## config.mk

```make
export PLATFORM = sky130hd
export DESIGN_NAME = lbrb_ctrl
export DESIGN_NICKNAME = d
export VERILOG_FILES = /design/src/rtl/lbrb_pkg.sv /design/src/rtl/lbrb_ctrl.sv
export SDC_FILE = /design/constraint.sdc
export NUM_CORES = 1
export LEC_CHECK = 0
export BUFFER_PORTS_ARGS = -buffer_cell sky130_fd_sc_hd__buf_4
export CORE_AREA = 2 2 39 41
export CTS_CLUSTER_DIAMETER = 120
export DETAILED_ROUTE_END_ITERATION = 8
export DIE_AREA = 0 0 41 43
export HOLD_SLACK_MARGIN = 0.06
export PLACE_DENSITY = 0.53
export SYNTH_ARGS = -nofsm -noshare
export SYNTH_HDL_FRONTEND = slang
export SYNTH_SLANG_ARGS = --single-unit
export TNS_END_PERCENT = 1
```

## constraint.sdc

```tcl
create_clock -name clk -period 1.38 [get_ports clk]
set_input_delay 0.138 -clock clk [delete_from_list [all_inputs] [get_ports clk]]
set_output_delay 0.138 -clock clk [all_outputs]
set_load 0.05 [all_outputs]
```

## src/rtl/lbrb_pkg.sv

```systemverilog
// Shared types and constants for the log block retransmit buffer.
// Used by lbrb_ctrl, lbrb_dpath and log_block_retransmit_buffer; no dependencies.
package lbrb_pkg;

	localparam int SEQ_W     = 32;
	localparam int ACT_W     = 3;
	localparam int CFG_IDX_W = 2;
	localparam int CFG_DAT_W = 9;

	// action codes
	localparam logic [ACT_W-1:0] ACT_WRITE = 3'd0;
	localparam logic [ACT_W-1:0] ACT_ACK   = 3'd1;
	localparam logic [ACT_W-1:0] ACT_RETRY = 3'd2;
	localparam logic [ACT_W-1:0] ACT_START = 3'd3;
	localparam logic [ACT_W-1:0] ACT_STOP  = 3'd4;
	localparam logic [ACT_W-1:0] ACT_READ  = 3'd5;

	// configuration register indexes
	localparam logic [CFG_IDX_W-1:0] CFG_WRITES_ENABLED = 2'd0;
	localparam logic [CFG_IDX_W-1:0] CFG_BLOCK_SIZE     = 2'd1;
	localparam logic [CFG_IDX_W-1:0] CFG_SLOTS_IN_USE   = 2'd2;

	// reset values of the configuration registers
	localparam logic       RST_WRITES_ENABLED = 1'b1;
	localparam logic [8:0] RST_BLOCK_SIZE     = 9'd200;
	localparam logic [3:0] RST_SLOTS_IN_USE   = 4'd8;

	typedef struct packed {
		logic [ACT_W-1:0] action;
		logic [7:0]       data_byte;
		logic [SEQ_W-1:0] block_number;
		logic [2:0]       read_slot;
		logic [7:0]       read_offset;
		logic             link_ready;
	} in_item_t;

	typedef struct packed {
		logic             send_valid;
		logic [2:0]       send_slot;
		logic [SEQ_W-1:0] send_sequence;
		logic             overrun;
		logic [7:0]       read_data;
	} out_item_t;

	typedef enum logic [2:0] {
		ST_IDLE,
		ST_EXEC,
		ST_SCAN,
		ST_READ,
		ST_DONE
	} state_t;

	// controller to datapath
	typedef struct packed {
		logic load;
		logic wr_byte;
		logic scan_start;
		logic scan_step;
		logic do_start;
		logic do_stop;
		logic rd_issue;
		logic rd_capture;
		logic emit;
	} ctrl_cmd_t;

	// datapath to controller
	typedef struct packed {
		logic [ACT_W-1:0] action;
		logic             seal;
		logic             scan_end;
		logic             out_free;
	} ctrl_status_t;

endpackage

```

## src/rtl/lbrb_ctrl.sv

```systemverilog
// Sequencing state machine: accepts one item, steps the datapath through it, emits the result.
// Depends on lbrb_pkg.
module lbrb_ctrl (
	input  logic                    clk,
	input  logic                    arst_n,
	input  logic                    in_valid,
	output logic                    in_stall,
	input  lbrb_pkg::ctrl_status_t  status,
	output lbrb_pkg::ctrl_cmd_t     cmd
);

	lbrb_pkg::state_t state_q;
	lbrb_pkg::state_t state_d;

	always_ff @(posedge clk or negedge arst_n) begin
		if (!arst_n) begin
			state_q <= lbrb_pkg::ST_IDLE;
		end else begin
			state_q <= state_d;
		end
	end

	always_comb begin
		state_d = state_q;
		unique case (state_q)
			lbrb_pkg::ST_IDLE: begin
				if (in_valid) begin
					state_d = lbrb_pkg::ST_EXEC;
				end
			end
			lbrb_pkg::ST_EXEC: begin
				unique case (status.action)
					lbrb_pkg::ACT_WRITE: begin
						state_d = status.seal ? lbrb_pkg::ST_SCAN : lbrb_pkg::ST_DONE;
					end
					lbrb_pkg::ACT_ACK,
					lbrb_pkg::ACT_RETRY: state_d = lbrb_pkg::ST_SCAN;
					lbrb_pkg::ACT_READ:  state_d = lbrb_pkg::ST_READ;
					default:             state_d = lbrb_pkg::ST_DONE;
				endcase
			end
			lbrb_pkg::ST_SCAN: begin
				if (status.scan_end) begin
					state_d = lbrb_pkg::ST_DONE;
				end
			end
			lbrb_pkg::ST_READ: state_d = lbrb_pkg::ST_DONE;
			lbrb_pkg::ST_DONE: begin
				if (status.out_free) begin
					state_d = lbrb_pkg::ST_IDLE;
				end
			end
			default: state_d = lbrb_pkg::ST_IDLE;
		endcase
	end

	always_comb begin
		cmd      = '0;
		in_stall = 1'b1;
		unique case (state_q)
			lbrb_pkg::ST_IDLE: begin
				in_stall = 1'b0;
				cmd.load = in_valid;
			end
			lbrb_pkg::ST_EXEC: begin
				unique case (status.action)
					lbrb_pkg::ACT_WRITE: begin
						cmd.wr_byte    = 1'b1;
						cmd.scan_start = status.seal;
					end
					lbrb_pkg::ACT_ACK,
					lbrb_pkg::ACT_RETRY: cmd.scan_start = 1'b1;
					lbrb_pkg::ACT_START: cmd.do_start   = 1'b1;
					lbrb_pkg::ACT_STOP:  cmd.do_stop    = 1'b1;
					lbrb_pkg::ACT_READ:  cmd.rd_issue   = 1'b1;
					default: ;
				endcase
			end
			lbrb_pkg::ST_SCAN: cmd.scan_step  = 1'b1;
			lbrb_pkg::ST_READ: cmd.rd_capture = 1'b1;
			lbrb_pkg::ST_DONE: cmd.emit       = status.out_free;
			default: ;
		endcase
	end

endmodule

```

==> impl_metrics.toml <==
[global_routing]
busiest_layer = "met2"
grt_max_degree = 12
grt_pass1_wl_mm = 1.21
grt_usage_pct = 9.99
grt_pass1_vias = 312
use_met1_pct = 13.1
grt_overflow = 0
antenna_found_initial = 0
met3_usage_pct = 2.09
met2_usage_pct = 14.4

[clock_tree]
cts_buffer_depth = 2
cts_buffers = 3
cts-htree-levels = 1
tritoncts = "done"
cts.reportedPaths.clkPinSlew_ns = 0.04
clock_sinks = 3
root_buffer = "clkbuf_4"
clk_latency_ns = 0.23
postCtsSetupBuffers = 0

[route]
drtAntennaViolNets = 0
drt-total-wl_um = 775
vias = 337
firstDrtPassIters = 2
wl_per_cell_um = 10.3
drcViolationCount = 0
initialDrtViolationCount = 1
vias_per_cell = 4.49

[floorplanning]
rows = 14
core-area_sq_um = 1380
die_h_um = 43
start_util_pct = 18.8
die-area_sq_um = 1760
die_w_um = 41
ios = 19

[sta]
hold_violations = 0
fin_crit_sh_pct = 128
slew-limit-headroom_pct = 78.2
postLayoutSetupSlackWorst_ns = -0.385
worst_slew_pin_slew_ns = 0.324
skew_ns = 0.00124
period_needed_ns = 1.77
fmax_mhz = 567
whs_ns = 0.128
setup_viol = 7
rsz0062_at_grt = "true"
setup_tns_ns = -1.11
drv_slew = 0

[final_layout]
fin_cells = 75
top_regs = "state_q (3)"
fin_area_sq_um = 562
antenna_cells = 0
top_register = "state_q"
area_growth_pct = 116
multi_input_area_sq_um = 231
regArea_sq_um = 75.1
fillers = 150
nets = 69
layout-drive-gt1-share_pct = 62.7
largest_reg_flops = 3

[place]
hpwlAfterDp_um = 594
post_dp_cell_area_sq_um = 470
dp_cells = 70
portBuffers = 18
globalplace.congestion = 0.714

[synth]
synth_seq_cells = 3
synth_area_leader_cell = "dfrtp_1"
synth_cell_types = 20
syn-num-nets = 43
synth_top_cell_area_share_pct = 28.8
synth_area_per_cell_sq_um = 7.65
syn_inst = 34
ys_top_cells_by_area = "dfrtp_1 29%, nor2_1 8.7%, nor3_1 7.7%"
ys_seq_area_share_pct = 28.8
yosysWarningCount = 0
netlist_area_sq_um = 260

[critical_path]
crit_path_end_kind = "output port"
cp.required_ns = 1.24
cp.arrival_ns = 1.63
critical_path_class = "reg2out"
crit_fanout = 3
critPathLaunchType = "flop"

[power]
powerDensity_nw_per_um2 = 1740
ir_worst_vdd_mv = 0.772
power.total_w = 0.000977
p_leak_nw = 0.251

[outcome]
failed_checks = "setup timing"
status = "complete, but fails checks"

[flow_run]
drv_cap = 0

[hold_path]
hp-class = "in2reg"
-- cells by family (layout without fill, tap and decap cells) --
logic type	count (synthesis)	in the layout	synth area share, %
simple gates	24	24	54.3
compound gates	5	5	13.9
flops	3	3	28.8
buf+inv	2	27	2.88
-- stage by stage --
step           setup slack, ns  utilization [%]
3_5_place_dp            -0.171             34.0
5_1_grt                 -0.441             40.6
6_report                -0.385             40.6
3_3_place_gp            -0.137             34.0
2_1_floorplan           -0.311                -
4_1_cts                 -0.402             39.6
-- routing by layer --
layer,vias to the layer above,part of all wire [%]
met5,-,0
met3,0,7.2
li1,174,-
met4,0,0
met2,11,52
met1,152,41
-- final timing paths --
kind                                              from                      to  slack, ns  cells after the start
min in group asynchronous                       arst_n  state_q[1]$_DFFE_PN0P_       0.24                      2
worst max register to register  state_q[1]$_DFFE_PN0P_  state_q[2]$_DFFE_PN0P_       0.08                      4
worst min-delay path                         status[1]  state_q[1]$_DFFE_PN0P_       0.13                      2
max in group asynchronous                       arst_n  state_q[0]$_DFFE_PN0P_       1.04                      2
worst min register to register  state_q[2]$_DFFE_PN0P_  state_q[1]$_DFFE_PN0P_       0.60                      2
worst max-delay path            state_q[2]$_DFFE_PN0P_                  cmd[6]      -0.39                      4
-- synthesized netlist by cell type, drive strengths merged --
| cell | number |
|---|---|
| or3b | 1 |
| o21ai | 2 |
| or4b | 1 |
| nor2 | 6 |
| a31o | 1 |
| nor4b | 1 |
| nand3 | 1 |
| clkbuf | 1 |
| inv | 1 |
| or2 | 1 |
| and3 | 1 |
| dfrtp | 3 |
| nand2 | 2 |
| or3 | 1 |
| o32ai | 1 |
| o31a | 1 |
| nor3 | 4 |
| nor3b | 1 |
| and2 | 1 |
| nand2b | 3 |
-- power by group --
group	internal [W]	leakage, nW	total, W	switching (W)
Clock	0.000108	0.0150	0.000154	0.0000457
Sequential	0.000119	0.0393	0.000133	0.0000145
Combinational	0.000283	0.196	0.000690	0.000407
Total	0.000510	0.251	0.000977	0.000467
-- worst max-delay path, cell delays in order (launching register included) --
cell and delay [ns]:
dfrtp_1 0.36, or3b_4 0.40, or2_4 0.27, nor3b_4 0.18, buf_6 0.18
-- cells in the final DEF, fill, tap and decap left out --
cell	instances
nor4b_2	1
nand2_1	2
and3_1	1
nor3_4	1
nor3_1	1
clkbuf_1	1
a31o_2	1
inv_2	1
nor2_4	1
o21ai_0	1
or3b_4	1
or4b_1	1
dfrtp_1	3
dlygate4sd3_1	1
nor2_1	3
nor3_2	2
clkbuf_4	3
or3_1	1
nand3_2	1
o31a_1	1
or2_4	1
nor2_2	2
buf_6	10
o32ai_1	1
buf_4	11
nor3b_4	1
nand2b_1	3
and2_1	1
o21ai_1	1
-- cell type report --
class	instances	share of cell area, %
Multi-Input combinational cell	29	41.2
Inverter	1	0.668
Sequential cell	3	13.4
Timing Repair Buffer	22	36.5
Clock buffer	4	4.68
Tap cell	16	3.56
-- repair_timing --
item | in CTS | in global routing
setup endpoints to repair | 8 | 11
resized for setup | 11 | 6
hold buffers | 1 | 0
endpoints found under the hold margin | 3 | 0
pin swaps | 2 | 0
Note: power is estimated with default switching activity, not from simulation.
